--- src/rtl/sca_pkg.sv ---
// ----------------------------------------------------------------------------
// sca_pkg
// Shared types, constants and keymap tables for the scan code translator.
// ----------------------------------------------------------------------------
package sca_pkg;

    // Number of entries in the keymap tables; make codes at or above read 0
    localparam int KEYMAP_ENTRIES = 89;
    localparam logic [7:0] KEYMAP_LIMIT = 8'(KEYMAP_ENTRIES);

    // Scan codes with a special meaning
    localparam logic [6:0] KEY_CTRL   = 7'h1D;
    localparam logic [6:0] KEY_ALT    = 7'h38;
    localparam logic [6:0] KEY_LSHIFT = 7'h2A;
    localparam logic [6:0] KEY_RSHIFT = 7'h36;
    localparam logic [6:0] KEY_CAPS   = 7'h3A;
    localparam logic [7:0] CODE_IGNORE_FROM = 8'hE0;

    // Characters used by the echo sequence
    localparam logic [7:0] CHAR_BACKSPACE = 8'h08;
    localparam logic [7:0] CHAR_SPACE     = 8'h20;

    // Queue between front and back end
    localparam int QUEUE_DEPTH   = 2;
    localparam int QUEUE_PTR_W   = (QUEUE_DEPTH > 1) ? $clog2(QUEUE_DEPTH) : 1;
    localparam int QUEUE_COUNT_W = $clog2(QUEUE_DEPTH + 1);

    // One translated key press, waiting to be echoed and delivered
    typedef struct packed {
        logic [7:0] character;
        logic       ctrl_held;
        logic       alt_held;
    } sca_job_t;

    // Unshifted layout
    function automatic logic [7:0] map_plain(input logic [6:0] code);
        logic [7:0] ch;
        ch = 8'h00;
        case (code)
            7'd1:  ch = 8'h1B;
            7'd2:  ch = 8'h31;
            7'd3:  ch = 8'h32;
            7'd4:  ch = 8'h33;
            7'd5:  ch = 8'h34;
            7'd6:  ch = 8'h35;
            7'd7:  ch = 8'h36;
            7'd8:  ch = 8'h37;
            7'd9:  ch = 8'h38;
            7'd10: ch = 8'h39;
            7'd11: ch = 8'h30;
            7'd12: ch = 8'h2D;
            7'd13: ch = 8'h3D;
            7'd14: ch = 8'h08;
            7'd15: ch = 8'h09;
            7'd16: ch = 8'h71;
            7'd17: ch = 8'h77;
            7'd18: ch = 8'h65;
            7'd19: ch = 8'h72;
            7'd20: ch = 8'h74;
            7'd21: ch = 8'h79;
            7'd22: ch = 8'h75;
            7'd23: ch = 8'h69;
            7'd24: ch = 8'h6F;
            7'd25: ch = 8'h70;
            7'd26: ch = 8'h5B;
            7'd27: ch = 8'h5D;
            7'd28: ch = 8'h0A;
            7'd30: ch = 8'h61;
            7'd31: ch = 8'h73;
            7'd32: ch = 8'h64;
            7'd33: ch = 8'h66;
            7'd34: ch = 8'h67;
            7'd35: ch = 8'h68;
            7'd36: ch = 8'h6A;
            7'd37: ch = 8'h6B;
            7'd38: ch = 8'h6C;
            7'd39: ch = 8'h3B;
            7'd40: ch = 8'h27;
            7'd43: ch = 8'h23;
            7'd44: ch = 8'h7A;
            7'd45: ch = 8'h78;
            7'd46: ch = 8'h63;
            7'd47: ch = 8'h76;
            7'd48: ch = 8'h62;
            7'd49: ch = 8'h6E;
            7'd50: ch = 8'h6D;
            7'd51: ch = 8'h2C;
            7'd52: ch = 8'h2E;
            7'd53: ch = 8'h2F;
            7'd55: ch = 8'h2A;
            7'd57: ch = 8'h20;
            7'd74: ch = 8'h2D;
            7'd78: ch = 8'h2B;
            7'd86: ch = 8'h5C;
            default: ch = 8'h00;
        endcase
        return ch;
    endfunction

    // Caps lock layout: letters upper case, all else as unshifted
    function automatic logic [7:0] map_caps(input logic [6:0] code);
        logic [7:0] ch;
        ch = map_plain(code);
        if (ch >= 8'h61 && ch <= 8'h7A) begin
            ch = ch - 8'h20;
        end
        return ch;
    endfunction

    // Shifted layout: symbols differ, letters as caps lock
    function automatic logic [7:0] map_shift(input logic [6:0] code);
        logic [7:0] ch;
        ch = 8'h00;
        case (code)
            7'd2:  ch = 8'h21;
            7'd3:  ch = 8'h22;
            7'd4:  ch = 8'h9C;
            7'd5:  ch = 8'h24;
            7'd6:  ch = 8'h25;
            7'd7:  ch = 8'h5E;
            7'd8:  ch = 8'h26;
            7'd9:  ch = 8'h2A;
            7'd10: ch = 8'h28;
            7'd11: ch = 8'h29;
            7'd12: ch = 8'h5F;
            7'd13: ch = 8'h2B;
            7'd26: ch = 8'h7B;
            7'd27: ch = 8'h7D;
            7'd39: ch = 8'h3A;
            7'd40: ch = 8'h40;
            7'd43: ch = 8'h7E;
            7'd51: ch = 8'h3C;
            7'd52: ch = 8'h3E;
            7'd53: ch = 8'h3F;
            7'd86: ch = 8'h7C;
            default: ch = map_caps(code);
        endcase
        return ch;
    endfunction

endpackage

--- src/rtl/sca_front.sv ---
// ----------------------------------------------------------------------------
// sca_front
// Accepts scan codes, tracks the modifier keys and translates key presses.
// ----------------------------------------------------------------------------
module sca_front
    import sca_pkg::*;
(
    input  logic       aclk,
    input  logic       aresetn,
    input  logic       s_valid,
    output logic       s_ready,
    input  logic [7:0] s_scan_code,
    input  logic       queue_full,
    output logic       push_valid,
    output sca_job_t   push_job
);

    logic       shift_reg, shift_next;
    logic       ctrl_reg,  ctrl_next;
    logic       alt_reg,   alt_next;
    logic       caps_reg,  caps_next;
    logic       accept;
    logic [6:0] key;
    logic       is_shift;
    logic [7:0] character;

    assign s_ready  = !queue_full;
    assign accept   = s_valid && s_ready;
    assign key      = s_scan_code[6:0];
    assign is_shift = (key == KEY_LSHIFT) || (key == KEY_RSHIFT);

    // Classify the code: modifier events update state, other presses are keys
    always_comb begin
        shift_next = shift_reg;
        ctrl_next  = ctrl_reg;
        alt_next   = alt_reg;
        caps_next  = caps_reg;
        push_valid = 1'b0;
        if (accept) begin
            priority if (s_scan_code >= CODE_IGNORE_FROM) begin
                push_valid = 1'b0;
            end else if (s_scan_code[7]) begin
                priority if (is_shift) begin
                    shift_next = 1'b0;
                end else if (key == KEY_CTRL) begin
                    ctrl_next = 1'b0;
                end else if (key == KEY_ALT) begin
                    alt_next = 1'b0;
                end else begin
                    // Release of any other key: hold the state
                    shift_next = shift_reg;
                end
            end else if (key == KEY_ALT) begin
                alt_next = 1'b1;
            end else if (key == KEY_CTRL) begin
                ctrl_next = 1'b1;
            end else if (is_shift) begin
                shift_next = 1'b1;
            end else if (key == KEY_CAPS) begin
                caps_next = !caps_reg;
            end else begin
                push_valid = 1'b1;
            end
        end
    end

    // Look up the character; shift wins over caps lock
    always_comb begin
        character = 8'h00;
        if (s_scan_code < KEYMAP_LIMIT) begin
            priority if (shift_reg) begin
                character = map_shift(key);
            end else if (caps_reg) begin
                character = map_caps(key);
            end else begin
                character = map_plain(key);
            end
        end
    end

    assign push_job.character = character;
    assign push_job.ctrl_held = ctrl_reg;
    assign push_job.alt_held  = alt_reg;

    // Hold the modifier state
    always_ff @(posedge aclk) begin
        if (!aresetn) begin
            shift_reg <= 1'b0;
            ctrl_reg  <= 1'b0;
            alt_reg   <= 1'b0;
            caps_reg  <= 1'b0;
        end else begin
            shift_reg <= shift_next;
            ctrl_reg  <= ctrl_next;
            alt_reg   <= alt_next;
            caps_reg  <= caps_next;
        end
    end

endmodule

--- src/rtl/sca_queue.sv ---
// ----------------------------------------------------------------------------
// sca_queue
// Short first-in first-out queue of translated key presses.
// ----------------------------------------------------------------------------
module sca_queue
    import sca_pkg::*;
(
    input  logic     aclk,
    input  logic     aresetn,
    input  logic     push_valid,
    input  sca_job_t push_job,
    output logic     queue_full,
    input  logic     pop,
    output logic     head_valid,
    output sca_job_t head_job
);

    sca_job_t                 entry_reg [QUEUE_DEPTH];
    logic [QUEUE_PTR_W-1:0]   wr_ptr_reg, wr_ptr_next;
    logic [QUEUE_PTR_W-1:0]   rd_ptr_reg, rd_ptr_next;
    logic [QUEUE_COUNT_W-1:0] count_reg, count_next;
    logic                     do_pop;

    assign queue_full = (count_reg == QUEUE_COUNT_W'(QUEUE_DEPTH));
    assign head_valid = (count_reg != '0);
    assign head_job   = entry_reg[rd_ptr_reg];
    assign do_pop     = pop && head_valid;

    // Advance pointers with wrap, track the fill level
    always_comb begin
        wr_ptr_next = wr_ptr_reg;
        rd_ptr_next = rd_ptr_reg;
        count_next  = count_reg;
        if (push_valid) begin
            wr_ptr_next = (wr_ptr_reg == QUEUE_PTR_W'(QUEUE_DEPTH - 1)) ? '0
                                                                       : wr_ptr_reg + 1'b1;
        end
        if (do_pop) begin
            rd_ptr_next = (rd_ptr_reg == QUEUE_PTR_W'(QUEUE_DEPTH - 1)) ? '0
                                                                       : rd_ptr_reg + 1'b1;
        end
        unique case ({push_valid, do_pop})
            2'b10:   count_next = count_reg + 1'b1;
            2'b01:   count_next = count_reg - 1'b1;
            default: count_next = count_reg;
        endcase
    end

    always_ff @(posedge aclk) begin
        if (!aresetn) begin
            wr_ptr_reg <= '0;
            rd_ptr_reg <= '0;
            count_reg  <= '0;
        end else begin
            wr_ptr_reg <= wr_ptr_next;
            rd_ptr_reg <= rd_ptr_next;
            count_reg  <= count_next;
        end
    end

    // Store the entry; payload needs no reset
    always_ff @(posedge aclk) begin
        if (push_valid) begin
            entry_reg[wr_ptr_reg] <= push_job;
        end
    end

endmodule

--- src/rtl/sca_back.sv ---
// ----------------------------------------------------------------------------
// sca_back
// Plays out echo and deliver results of each key, one per cycle if m_ready.
// ----------------------------------------------------------------------------
module sca_back
    import sca_pkg::*;
(
    input  logic       aclk,
    input  logic       aresetn,
    input  logic       head_valid,
    input  sca_job_t   head_job,
    output logic       pop,
    output logic       m_valid,
    input  logic       m_ready,
    output logic [7:0] m_character,
    output logic       m_to_input,
    output logic       m_ctrl_held,
    output logic       m_alt_held,
    output logic       m_last
);

    // Result sequence steps
    localparam logic [1:0] STEP_ECHO    = 2'd0;
    localparam logic [1:0] STEP_SPACE   = 2'd1;
    localparam logic [1:0] STEP_RUBOUT  = 2'd2;
    localparam logic [1:0] STEP_DELIVER = 2'd3;

    logic [1:0] step_reg, step_next;
    logic       valid_reg, valid_next;
    logic [7:0] char_reg, char_next;
    logic       to_input_reg, to_input_next;
    logic       ctrl_reg, ctrl_next;
    logic       alt_reg, alt_next;
    logic       out_free;
    logic       is_bs;
    logic       final_step;

    assign out_free = !valid_reg || m_ready;
    assign is_bs    = (head_job.character == CHAR_BACKSPACE);

    // Backspace runs all four steps, any other key echoes then delivers
    always_comb begin
        unique case (step_reg)
            STEP_ECHO:    final_step = 1'b0;
            STEP_SPACE:   final_step = !is_bs;
            STEP_RUBOUT:  final_step = 1'b0;
            STEP_DELIVER: final_step = 1'b1;
            default:      final_step = 1'b1;
        endcase
    end

    // Load the next result when the output is free and the queue is not empty
    always_comb begin
        step_next     = step_reg;
        valid_next    = valid_reg && !m_ready;
        char_next     = char_reg;
        to_input_next = to_input_reg;
        ctrl_next     = ctrl_reg;
        alt_next      = alt_reg;
        pop           = 1'b0;
        if (out_free && head_valid) begin
            valid_next    = 1'b1;
            to_input_next = final_step;
            ctrl_next     = head_job.ctrl_held;
            alt_next      = head_job.alt_held;
            char_next     = (step_reg == STEP_SPACE && is_bs) ? CHAR_SPACE
                                                              : head_job.character;
            if (final_step) begin
                pop       = 1'b1;
                step_next = STEP_ECHO;
            end else begin
                step_next = step_reg + 1'b1;
            end
        end
    end

    always_ff @(posedge aclk) begin
        if (!aresetn) begin
            step_reg  <= STEP_ECHO;
            valid_reg <= 1'b0;
        end else begin
            step_reg  <= step_next;
            valid_reg <= valid_next;
        end
    end

    // Hold the result payload until transfer
    always_ff @(posedge aclk) begin
        char_reg     <= char_next;
        to_input_reg <= to_input_next;
        ctrl_reg     <= ctrl_next;
        alt_reg      <= alt_next;
    end

    assign m_valid     = valid_reg;
    assign m_character = char_reg;
    assign m_to_input  = to_input_reg;
    assign m_ctrl_held = ctrl_reg;
    assign m_alt_held  = alt_reg;
    assign m_last      = to_input_reg;

endmodule

--- src/rtl/scan_code_to_ascii_keymap.sv ---
// ----------------------------------------------------------------------------
// scan_code_to_ascii_keymap
// Scan code set 1 (UK layout) to character translator, top level.
// ----------------------------------------------------------------------------
// The front end takes one scan code per cycle while its queue has room:
// modifier and caps lock codes, break codes and bytes 0xE0 and above are
// absorbed in that cycle and give no result. A key press is translated in
// the same cycle and queued (two entries). The back end issues one result
// per cycle while m_ready is high, from a registered output: two results
// per ordinary key (echo, then deliver with last set), four for backspace
// (echo, space, backspace, deliver). A key passes the queue entry and then
// the output register; the output sequencer sets the sustained key rate.
// ----------------------------------------------------------------------------
module scan_code_to_ascii_keymap
    import sca_pkg::*;
(
    input  logic       aclk,
    input  logic       aresetn,
    input  logic       s_valid,
    output logic       s_ready,
    input  logic [7:0] s_scan_code,
    output logic       m_valid,
    input  logic       m_ready,
    output logic [7:0] m_character,
    output logic       m_to_input,
    output logic       m_ctrl_held,
    output logic       m_alt_held,
    output logic       m_last
);

    logic     queue_full;
    logic     push_valid;
    sca_job_t push_job;
    logic     pop;
    logic     head_valid;
    sca_job_t head_job;

    // Classify and translate
    sca_front u_front (
        .aclk        (aclk),
        .aresetn     (aresetn),
        .s_valid     (s_valid),
        .s_ready     (s_ready),
        .s_scan_code (s_scan_code),
        .queue_full  (queue_full),
        .push_valid  (push_valid),
        .push_job    (push_job)
    );

    // Decouple the two ends
    sca_queue u_queue (
        .aclk       (aclk),
        .aresetn    (aresetn),
        .push_valid (push_valid),
        .push_job   (push_job),
        .queue_full (queue_full),
        .pop        (pop),
        .head_valid (head_valid),
        .head_job   (head_job)
    );

    // Emit echo and deliver results
    sca_back u_back (
        .aclk        (aclk),
        .aresetn     (aresetn),
        .head_valid  (head_valid),
        .head_job    (head_job),
        .pop         (pop),
        .m_valid     (m_valid),
        .m_ready     (m_ready),
        .m_character (m_character),
        .m_to_input  (m_to_input),
        .m_ctrl_held (m_ctrl_held),
        .m_alt_held  (m_alt_held),
        .m_last      (m_last)
    );

endmodule
--- config.mk ---
export PLATFORM = sky130hd
export DESIGN_NAME = scan_code_to_ascii_keymap
export DESIGN_NICKNAME = d
export VERILOG_FILES = /design/src/rtl/sca_pkg.sv /design/src/rtl/sca_front.sv /design/src/rtl/sca_queue.sv /design/src/rtl/sca_back.sv /design/src/rtl/scan_code_to_ascii_keymap.sv
export SDC_FILE = /design/constraint.sdc
export NUM_CORES = 1
export LEC_CHECK = 0
export ABC_AREA = 0
export BUFFER_PORTS_ARGS = -buffer_cell sky130_fd_sc_hd__buf_2
export CELL_PAD_IN_SITES_DETAIL_PLACEMENT = 0
export CELL_PAD_IN_SITES_GLOBAL_PLACEMENT = 2
export CORE_MARGIN = 2
export CORE_UTILIZATION = 32
export DETAILED_ROUTE_END_ITERATION = 10
export PLACE_DENSITY = 0.74
export SYNTH_ARGS = -nofsm -noshare
export SYNTH_HDL_FRONTEND = slang
export SYNTH_SLANG_ARGS = --single-unit
--- constraint.sdc ---
create_clock -name aclk -period 3.1 [get_ports aclk]
set_input_delay 0.155 -clock aclk [delete_from_list [all_inputs] [get_ports aclk]]
set_output_delay 0.155 -clock aclk [all_outputs]
set_load 0.02 [all_outputs]
==> impl_metrics.toml, run 1 <==
[placed_design]
postPlaceCellArea_sq_um = 3520
replace_congestion = 0.861
dpl.hpwl_um = 6180
dp_slack_ps = 279
buffer_ports.inserted = 25

[detailed_routing]
routedWlPerCell_um = 16.1
avgViaCountPerCell = 5.44
total_via_count_after_detailed_routing = 2760
drc = 0
drt_wl_total_um = 8170
drt_pass1_iterations = 5
drt_iter0_drc = 103
ant_nets = 0

[yosys]
synth_area_leader_cell = "sky130_fd_sc_hd__edfxtp_1"
synth-seq-cells = 43
postSynthCellCount = 353
async_s_r_ff_share_synth_pct = 0
syn-num-nets = 380
yosys.area.top_type_share_pct = 28.4
synth_top_cells_by_area = "sky130_fd_sc_hd__edfxtp_1 28%, sky130_fd_sc_hd__dfxtp_1 7.3%, sky130_fd_sc_hd__ha_1 5.7%, sky130_fd_sc_hd__nor2_1 4.0%, sky130_fd_sc_hd__nand2_1 3.1%"
synth_warnings = 0
synth_edf_count = 31
synth_top_flop_cell = "sky130_fd_sc_hd__edfxtp_1"
synthesis.area_per_instance_sq_um = 9.28
ys_types = 75
netlist_area_sq_um = 3270
seq_area_frac_synth_pct = 35.8

[clock_network]
clock_tree_from_tritoncts = "built"
cts-buffers-inserted = 5
clockRootBuffer = "sky130_fd_sc_hd__clkbuf_8"
cts.repair.resized = 0
cts.reportedPaths.clkPinSlew_ps = 80
htree_levels = 2
clock_sink_count = 43
cts_hold_buf = 0
worstSkewPairLatency_ps = 280
post-cts-setup-buffer-count = 0
clockBufferDepth = 2

[power_and_ir_drop]
vdd_ir_drop_max_v = 0.000165
power_leakage_uw = 0.00130
cellInternalPower_uw = 1020
power_frac_seq_pct = 47.6
p_comb_share_pct = 25.8
clockPowerShare_pct = 26.6
p_sw_share_pct = 29.7
switching_power_uw = 429
cellPowerDensity_nw_per_um2 = 400

[global_route]
first_global_vias = 2589
antenna_found_initial = 0
global_route.usage.met2_pct = 24.1
global_route.peak_usage_layer = "met2"
globalRouteTotalUtil_pct = 15.1
grt_start_max_net_pins = 39
grt_overflow = 0
grt_pass1_wl_um = 13500
met3_usage_pct = 1.75
grt_util_met1_pct = 20.9

[worst_setup_path]
worst-path-max-fanout = 15
timing.rr.end = "u_queue.count_reg[1]"
worstSetupStartpointType = "input pin"
timing.critical_path.to_type = "flop"
timing.critical_path.required_ps = 3130
critical_path.endpoint = "u_queue.entry_reg[1][9]"
timing.critical_path.arrival_ps = 2580
r2r_setup_slack_ps = 560
delay_contributed_by_the_slowest_stage_of_the_critical_path_ps = 560
worst_r2r_path_depth = 9
timing_worst_setup_path_type = "in2reg"
critical_path.cell_chain = "buf_2 -> inv_1 -> ha_1 -> nand3b_1 -> nor2_1 -> a32o_1 -> a21oi_1 -> o2bb2ai_2 -> o21ai_1 -> a31o_1"
worstSetupStartpoint = "s_scan_code[0]"
critical-path-slowest-cell = "sky130_fd_sc_hd__ha_1"

[sta]
rsz_0062_raised_after_global_routing = "no"
skew_ps = 7.38
finalHoldViolCount = 0
period_minus_slack_ps = 2550
fin_setup_tns_ps = 0
post-route-worst-setup-slack_ps = 547
slew_headroom_pct = 46.9
timing_worst_slew_pin_value_ps = 791
timing.final.crit_share_pct = 82.4
fmax_mhz = 392
finalMaxSlewViolations = 0
setup_viol_count_final = 0

[floorplan]
die_x_um = 105
fp.dieArea_sq_um = 11100
floorplan.initialDensity_pct = 33.2
io-pin-count = 26
core_sq_um = 9860
die_y_um = 105
fp-row-count = 36

[layout]
nNetsFinal = 400
area_growth_pct = 10.5
finish.utilization_pct = 36.7
final_design_area_no_fill_sq_um = 3620
proportion_of_layout_cells_with_a_drive_suffix_above_1_pct = 19.0
largest_reg_flops = 20
diodes = 0

[worst_hold_path]
hold_path_class = "in2reg"

[job]
max-cap-violations = 0

[run_status]
run_status = "finished clean"
==> worst min path at each step <==
stage	startpoint	end	slack (ps)	cells after the start
after floorplan	s_scan_code[7]	u_front.ctrl_reg	250	1
after global placement	aresetn	u_queue.count_reg[0]	420	2
after detailed placement	aresetn	u_queue.count_reg[0]	430	2
after CTS	aresetn	u_queue.count_reg[0]	120	2
after global routing	aresetn	u_front.shift_reg	120	2
final	aresetn	u_queue.count_reg[0]	130	2
==> cell families after synthesis <==
logic type | Yosys count | share of synthesized area, %
compound gates | 96 | 21.2
xor+xnor | 7 | 1.87
fa+ha+maj | 15 | 5.73
buf+inv | 33 | 5.66
flops | 43 | 35.8
mux | 18 | 6.19
simple gates | 141 | 23.5
==> Yosys cell counts, types with 5 or more instances <==
master and n:
sky130_fd_sc_hd__a211oi_1 6, sky130_fd_sc_hd__a21oi_1 19, sky130_fd_sc_hd__a31oi_1 5, sky130_fd_sc_hd__buf_2 10
sky130_fd_sc_hd__buf_4 7, sky130_fd_sc_hd__dfxtp_1 12, sky130_fd_sc_hd__edfxtp_1 31, sky130_fd_sc_hd__ha_1 15
sky130_fd_sc_hd__inv_1 6, sky130_fd_sc_hd__mux2_2 8, sky130_fd_sc_hd__mux2i_1 9, sky130_fd_sc_hd__nand2_1 27
sky130_fd_sc_hd__nand2b_1 16, sky130_fd_sc_hd__nand3b_1 6, sky130_fd_sc_hd__nor2_1 35, sky130_fd_sc_hd__nor2b_1 14
sky130_fd_sc_hd__nor3_1 13, sky130_fd_sc_hd__nor4_1 5, sky130_fd_sc_hd__o21ai_0 14
==> cell type report <==
cell class	count	area [sq um]
Fill cell	1019	6250
Multi-Input combinational cell	277	1920
Sequential cell	43	1170
Timing Repair Buffer	37	228
Tap cell	133	166
Clock buffer	8	101
Inverter	9	33.8
==> power by group through the flow <==
stage | logic [uW] | registers (uW) | clock network [uW]
after floorplan | 248 | 727 | 0
after global placement | 377 | 701 | 0
after detailed placement | 372 | 702 | 0
after CTS | 374 | 689 | 396
after global routing | 412 | 694 | 425
final | 373 | 688 | 385
==> worst max-delay path: cells and delay by family <==
family | cells | cell delay [ps]
buffers and inverters | 2 | 340
AO/OA/AOI/OAI | 5 | 980
adder cells (fa/ha/maj) | 1 | 560
AND/OR/NAND/NOR | 2 | 540
==> per-layer routing <==
| layer | part of all wire (%) | vias up |
|---|---|---|
| li1 | - | 1362 |
| met3 | 4.2 | 12 |
| met4 | 2.3 | 0 |
| met5 | 0 | - |
| met2 | 47 | 91 |
| met1 | 46 | 1295 |
==> through the flow <==
step	total power [uW]	instances	hold WS [ps]
2_1_floorplan	974	353	251
3_3_place_gp	1080	499	417
3_5_place_dp	1070	499	425
4_1_cts	1460	507	122
5_1_grt	1530	507	120
6_report	1450	507	128
==> cell usage in the layout (no fill, tap or decap), types with 3 or more instances in the layout <==
cell                        n
sky130_fd_sc_hd__o221ai_1   3
sky130_fd_sc_hd__clkbuf_8   5
sky130_fd_sc_hd__buf_4     11
sky130_fd_sc_hd__nor4_1     5
sky130_fd_sc_hd__o311ai_1   3
sky130_fd_sc_hd__and2_1     3
sky130_fd_sc_hd__nor3_1    13
sky130_fd_sc_hd__a21oi_1   19
sky130_fd_sc_hd__mux2_2     8
sky130_fd_sc_hd__ha_1      15
sky130_fd_sc_hd__xnor2_1    4
sky130_fd_sc_hd__inv_1      6
sky130_fd_sc_hd__a31oi_1    5
sky130_fd_sc_hd__or3_1      3
sky130_fd_sc_hd__mux2i_1    9
sky130_fd_sc_hd__dfxtp_1   12
sky130_fd_sc_hd__a21o_1     4
sky130_fd_sc_hd__nor2_1    35
sky130_fd_sc_hd__a31o_2     3
sky130_fd_sc_hd__nand2_1   27
sky130_fd_sc_hd__edfxtp_1  31
sky130_fd_sc_hd__buf_2     25
sky130_fd_sc_hd__o21ai_0   14
sky130_fd_sc_hd__nand3b_1   6
sky130_fd_sc_hd__a211oi_1   6
sky130_fd_sc_hd__o32a_1     3
sky130_fd_sc_hd__nand3_1    4
sky130_fd_sc_hd__nand2b_1  16
sky130_fd_sc_hd__o21ai_1    3
sky130_fd_sc_hd__nor2b_1   14
sky130_fd_sc_hd__xor2_1     3
(Power assumes the default switching activity.)
==> run 2, diff against run 1 <==
--- a/config.mk
+++ b/config.mk
@@ -12,7 +12,7 @@
 export CORE_MARGIN = 2
 export CORE_UTILIZATION = 32
 export DETAILED_ROUTE_END_ITERATION = 10
-export PLACE_DENSITY = 0.74
+export PLACE_DENSITY = 0.77
 export SYNTH_ARGS = -nofsm -noshare
 export SYNTH_HDL_FRONTEND = slang
 export SYNTH_SLANG_ARGS = --single-unit
==> constraint.sdc (replaced) <==
create_clock -name aclk -period 2.2 [get_ports aclk]
set_input_delay 0.11 -clock aclk [delete_from_list [all_inputs] [get_ports aclk]]
set_output_delay 0.11 -clock aclk [all_outputs]
set_load 0.02 [all_outputs]
==> run 2 against run 1 <==
- power rose by 65%
- final area rose by 26%
- clock skew fell by 2.2 ps
- sequential share of layout area fell by 6.6 points
- hold slack got worse by 34 ps
- critical path type is now reg2reg
- highest routed layer unchanged
==> impl_metrics.toml, run 2 (same netlist as run 1, synthesis figures left out) <==
[run_status]
run_status = "finished clean"

[detailed_routing]
drc = 0
drt_iter0_drc = 113
routedWlPerCell_um = 15.7
drt_wl_total_um = 9520
drt_pass1_iterations = 4
ant_nets = 0
total_via_count_after_detailed_routing = 3107
avgViaCountPerCell = 5.13

[layout]
nNetsFinal = 499
diodes = 0
final_design_area_no_fill_sq_um = 4560
proportion_of_layout_cells_with_a_drive_suffix_above_1_pct = 40.0
finish.utilization_pct = 46.2
largest_reg_flops = 20
top_library_cells_by_usage_in_the_layout_fill_and_taps_aside = "108 x sky130_fd_sc_hd__buf_4, 35 x sky130_fd_sc_hd__nor2_1, 31 x sky130_fd_sc_hd__edfxtp_1"
area_growth_pct = 39.3
final_common_cell = "sky130_fd_sc_hd__buf_4"

[global_route]
grt_pass1_wl_um = 15300
globalRouteTotalUtil_pct = 17.3
grt_start_max_net_pins = 18
antenna_found_initial = 0
first_global_vias = 3038
grt_overflow = 0

[sta]
timing_worst_slew_pin_value_ps = 425
period_minus_slack_ps = 2160
rsz_0062_raised_after_global_routing = "yes"
slew_headroom_pct = 71.4
fmax_mhz = 462
finalHoldViolCount = 0
finalMaxSlewViolations = 0
timing.final.crit_share_pct = 98.4
setup_viol_count_final = 0
skew_ps = 5.18

[clock_network]
clockBufferDepth = 2
cts.reportedPaths.clkPinSlew_ps = 80
clock_sink_count = 43
clock_tree_from_tritoncts = "built"
clockRootBuffer = "sky130_fd_sc_hd__clkbuf_8"
worstSkewPairLatency_ps = 290
cts-buffers-inserted = 5
cts_hold_buf = 0
htree_levels = 2

[power_and_ir_drop]
vdd_ir_drop_max_v = 0.000267
power_leakage_uw = 0.00183
cellPowerDensity_nw_per_um2 = 524
total_power_of_the_final_layout_uw = 2390

[worst_hold_path]
hold_path_class = "in2reg"
hold_path_depth = 2
timing.hold.worst_endpoint = "u_front.shift_reg"
hp-start = "aresetn"

[worst_setup_path]
r2r_setup_slack_ps = 40
worst-path-max-fanout = 2
timing_worst_setup_path_type = "reg2reg"
timing.critical_path.arrival_ps = 2380
r2r-start = "u_queue.entry_reg[0][2]"
worstSetupStartpointType = "flop"
timing.critical_path.to_type = "flop"
timing.critical_path.required_ps = 2420
worst_r2r_path_depth = 10
timing.rr.end = "u_queue.count_reg[1]"

[placed_design]
postPlaceCellArea_sq_um = 4280
replace_congestion = 0.850
buffer_ports.inserted = 25
dpl.hpwl_um = 7630

[floorplan]
fp-row-count = 36
die_y_um = 105
fp.dieArea_sq_um = 11100
die_x_um = 105
io-pin-count = 26
floorplan.initialDensity_pct = 33.2
core_sq_um = 9860

[job]
max-cap-violations = 0
==> run 2: cell types whose count changed in the layout (fill, tap and decap cells not counted), moves of 3 or more <==
cell,delta
sky130_fd_sc_hd__ha_2,+4
sky130_fd_sc_hd__a21oi_1,-3
sky130_fd_sc_hd__ha_1,-6
sky130_fd_sc_hd__buf_4,+97
sky130_fd_sc_hd__a21oi_2,+3
==> run 2: cell type report <==
class	count	area, sq um
multi-input cells	277	2050
inverters	9	36.3
clock inverters	2	60.1
well taps	133	166
repair buffers	136	998
clock buffers	6	72.6
fillers	947	5300
flip-flops and latches	43	1170
==> run 2: stage by stage <==
stage               std cells  setup slack, ps  hold WS (ps)  TNS (ps)
CTS                       606             14.8          82.0         0
floorplan                 353             8.27           206         0
global route              606            -73.7          89.2     -75.2
finish                    606             35.9          93.2         0
detailed placement        596             -282           383     -4540
global placement          596             -247           378     -4180
==> run 2: how the worst max path moves through the flow <==
| stage | from | to | slack [ps] | cells past startpoint |
|---|---|---|---|---|
| final | u_queue.entry_reg[0][2] | u_queue.count_reg[1] | 40 | 10 |
| after global routing | u_queue.entry_reg[0][2] | u_queue.count_reg[1] | -70 | 10 |
| after CTS | u_queue.entry_reg[1][6] | u_queue.count_reg[1] | 10 | 9 |
| after detailed placement | s_scan_code[1] | u_queue.entry_reg[0][7] | -280 | 11 |
| after global placement | s_scan_code[1] | u_queue.entry_reg[1][2] | -250 | 11 |
| after floorplan | s_scan_code[0] | u_queue.entry_reg[0][9] | 8 | 10 |
==> run 2: repair_timing <==
item	CTS	global route
setup buffers	2	0
setup endpoints to repair	1	15
gates resized for setup	3	25
pin swaps	4	5
==> run 2: worst max-delay path: stages, from the launching register on <==
cell,delay [ps]
sky130_fd_sc_hd__edfxtp_1,390
sky130_fd_sc_hd__nand2b_1,180
sky130_fd_sc_hd__nor4_2,170
sky130_fd_sc_hd__a21oi_1,70
sky130_fd_sc_hd__and4bb_2,330
sky130_fd_sc_hd__a21oi_2,70
sky130_fd_sc_hd__and2_4,170
sky130_fd_sc_hd__ha_4,150
sky130_fd_sc_hd__xnor2_1,120
sky130_fd_sc_hd__or3_1,320
sky130_fd_sc_hd__a21oi_2,110
==> run 2: routing by layer <==
metal	routed length, um	part of all wire (%)	global-route usage (%)
met1	4300	45	22.6
met2	4830	51	30.3
met3	272	2.9	1.75
met4	116	1.2	4.38
met5	0	0	0
==> run 2: where the power goes <==
part           switching [uW]  leakage [uW]  internal, uW
logic                     384       0.00137           338
clock network             245     0.0000654           453
registers                27.4      0.000388           941
total                     657       0.00183          1730
==> run 3, diff against run 2 <==
--- a/config.mk
+++ b/config.mk
@@ -9,10 +9,10 @@
 export BUFFER_PORTS_ARGS = -buffer_cell sky130_fd_sc_hd__buf_2
 export CELL_PAD_IN_SITES_DETAIL_PLACEMENT = 0
 export CELL_PAD_IN_SITES_GLOBAL_PLACEMENT = 2
-export CORE_MARGIN = 2
-export CORE_UTILIZATION = 32
+export CORE_UTILIZATION = 35
 export DETAILED_ROUTE_END_ITERATION = 10
-export PLACE_DENSITY = 0.77
+export PLACE_DENSITY = 0.82
+export SKIP_LAST_GASP = 1
 export SYNTH_ARGS = -nofsm -noshare
 export SYNTH_HDL_FRONTEND = slang
 export SYNTH_SLANG_ARGS = --single-unit
==> run 3 against run 2 <==
- the flow now finishes with violations (setup timing)
- flip-flop and latch count stayed put
- combinational power shrank 4.6%
- clock power down 15%
- sequential share of layout area up 0.84 points
- clock-buffer cell count shrank 1
- wire length down 5.2%
- setup slack lost 48 ps
- die area down 12%
- largest cell class unchanged
- largest power group unchanged
- highest routed layer unchanged
==> impl_metrics.toml, run 3 (same netlist as run 1, synthesis figures left out) <==
[global_route]
first_global_vias = 2945
globalRouteTotalUtil_pct = 18.8
grt_pass1_wl_um = 14600
grt_start_max_net_pins = 25
antenna_found_initial = 0
grt_overflow = 0

[clock_network]
cts-buffers-inserted = 5
cts.reportedPaths.clkPinSlew_ps = 80
worstSkewPairLatency_ps = 290
htree_levels = 2
clockRootBuffer = "sky130_fd_sc_hd__clkbuf_8"
clock_sink_count = 43
cts_hold_buf = 0
clockBufferDepth = 2
clock_tree_from_tritoncts = "built"

[layout]
nNetsFinal = 495
area_growth_pct = 34.9
proportion_of_layout_cells_with_a_drive_suffix_above_1_pct = 39.0
final_cell_count_no_fill = 577
diodes = 0
top_library_cells_by_usage_in_the_layout_fill_and_taps_aside = "104 x sky130_fd_sc_hd__buf_4, 35 x sky130_fd_sc_hd__nor2_1, 31 x sky130_fd_sc_hd__edfxtp_1"
final_common_cell = "sky130_fd_sc_hd__buf_4"
largest_reg_flops = 20
final_design_area_no_fill_sq_um = 4420

[power_and_ir_drop]
power_leakage_uw = 0.00179
cellPowerDensity_nw_per_um2 = 508
vdd_ir_drop_max_v = 0.000261

[floorplan]
core_sq_um = 8890
die_y_um = 98.7
floorplan.initialDensity_pct = 36.8
io-pin-count = 26
die_x_um = 98.7
fp-row-count = 34
fp.dieArea_sq_um = 9750

[worst_setup_path]
timing.critical_path.to_type = "flop"
worst-path-max-fanout = 2
timing.critical_path.required_ps = 2420
timing_worst_setup_path_type = "reg2reg"
worstSetupStartpointType = "flop"
timing.critical_path.arrival_ps = 2430

[sta]
timing.final.crit_share_pct = 101
timing.hold.ws_ps = 83.7
setup_viol_count_final = 1
post-route-worst-setup-slack_ps = -12.0
period_minus_slack_ps = 2210
fin_setup_tns_ps = -12.0
fmax_mhz = 452
timing_worst_slew_pin_value_ps = 451
finalMaxSlewViolations = 0
rsz_0062_raised_after_global_routing = "yes"
finalHoldViolCount = 0
slew_headroom_pct = 69.7
skew_ps = 9.03

[detailed_routing]
drt_wl_total_um = 9020
routedWlPerCell_um = 15.6
drt_pass1_iterations = 4
ant_nets = 0
drt_iter0_drc = 128
total_via_count_after_detailed_routing = 3074
avgViaCountPerCell = 5.33
drc = 0

[job]
max-cap-violations = 0

[run_status]
run_status = "finished with violations"
violations_in_the_final_reports = "setup timing"

[placed_design]
dpl.hpwl_um = 7110
place.detailed.instances = 567
buffer_ports.inserted = 25
postPlaceCellArea_sq_um = 4220
replace_congestion = 0.894

[worst_hold_path]
hold_path_class = "in2reg"
## run 3: changes by cell type in the layout (fill, tap and decap cells not counted), sizes merged
cell | previous run | this run
clkbuf | 7 | 6
bufinv | 2 | 1
clkinv | 1 | 3
buf | 135 | 131
## run 3: what timing repair did
action,CTS,global route
hold endpoints to repair,0,0
pin swaps,2,5
endpoints found under the setup margin,4,10
setup buffers,0,2
gates resized for setup,4,13
## run 3: cell type report
class,count,area [sq um]
Clock buffer,5,68.8
Sequential cell,43,1170
Inverter,9,33.8
Fill cell,835,4470
Clock inverter,3,43.8
Multi-Input combinational cell,277,1990
Timing Repair Buffer,132,968
Tap cell,108,135
## run 3: metrics by stage
| step | power [uW] | utilization [%] | worst slack, ps |
|---|---|---|---|
| after floorplan | 1380 | - | 8.27 |
| after global placement | 1650 | 47.5 | -360 |
| after detailed placement | 1650 | 47.5 | -356 |
| after CTS | 2250 | 48.9 | -31.5 |
| after global routing | 2360 | 49.7 | -115 |
| final | 2250 | 49.7 | -12.0 |
## run 3: path summary, 6_finish.rpt
kind                                  end  slack (ps)                    start  depth (start not counted)
setup / recovery     u_queue.count_reg[1]         -10  u_queue.entry_reg[1][9]                          9
hold / removal       u_queue.count_reg[0]          80                  aresetn                          2
setup reg to reg     u_queue.count_reg[1]         -10  u_queue.entry_reg[1][9]                          9
hold reg to reg   u_queue.entry_reg[0][1]         510         u_front.ctrl_reg                          0
## run 3: critical path, cell delays in order (launching register included)
cell,delay (ps)
sky130_fd_sc_hd__edfxtp_1,420
sky130_fd_sc_hd__nor4b_2,300
sky130_fd_sc_hd__a21oi_1,110
sky130_fd_sc_hd__and4bb_2,340
sky130_fd_sc_hd__a21oi_2,70
sky130_fd_sc_hd__and2_4,170
sky130_fd_sc_hd__ha_4,150
sky130_fd_sc_hd__xnor2_1,130
sky130_fd_sc_hd__or3_1,320
sky130_fd_sc_hd__a21oi_1,140
## run 3: routing by layer
layer  share of wire, %  track usage [%]
met5                  0                0
met2                 51             34.8
met3                3.5             1.56
met4                1.5             5.17
met1                 44             23.4
## run 3: where the power goes
group | total (uW) | internal [uW] | leakage, uW | switching (uW)
Combinational | 688 | 320 | 0.00134 | 368
Sequential | 966 | 941 | 0.000388 | 25.1
Clock | 593 | 338 | 0.0000581 | 255
Total | 2250 | 1600 | 0.00179 | 648
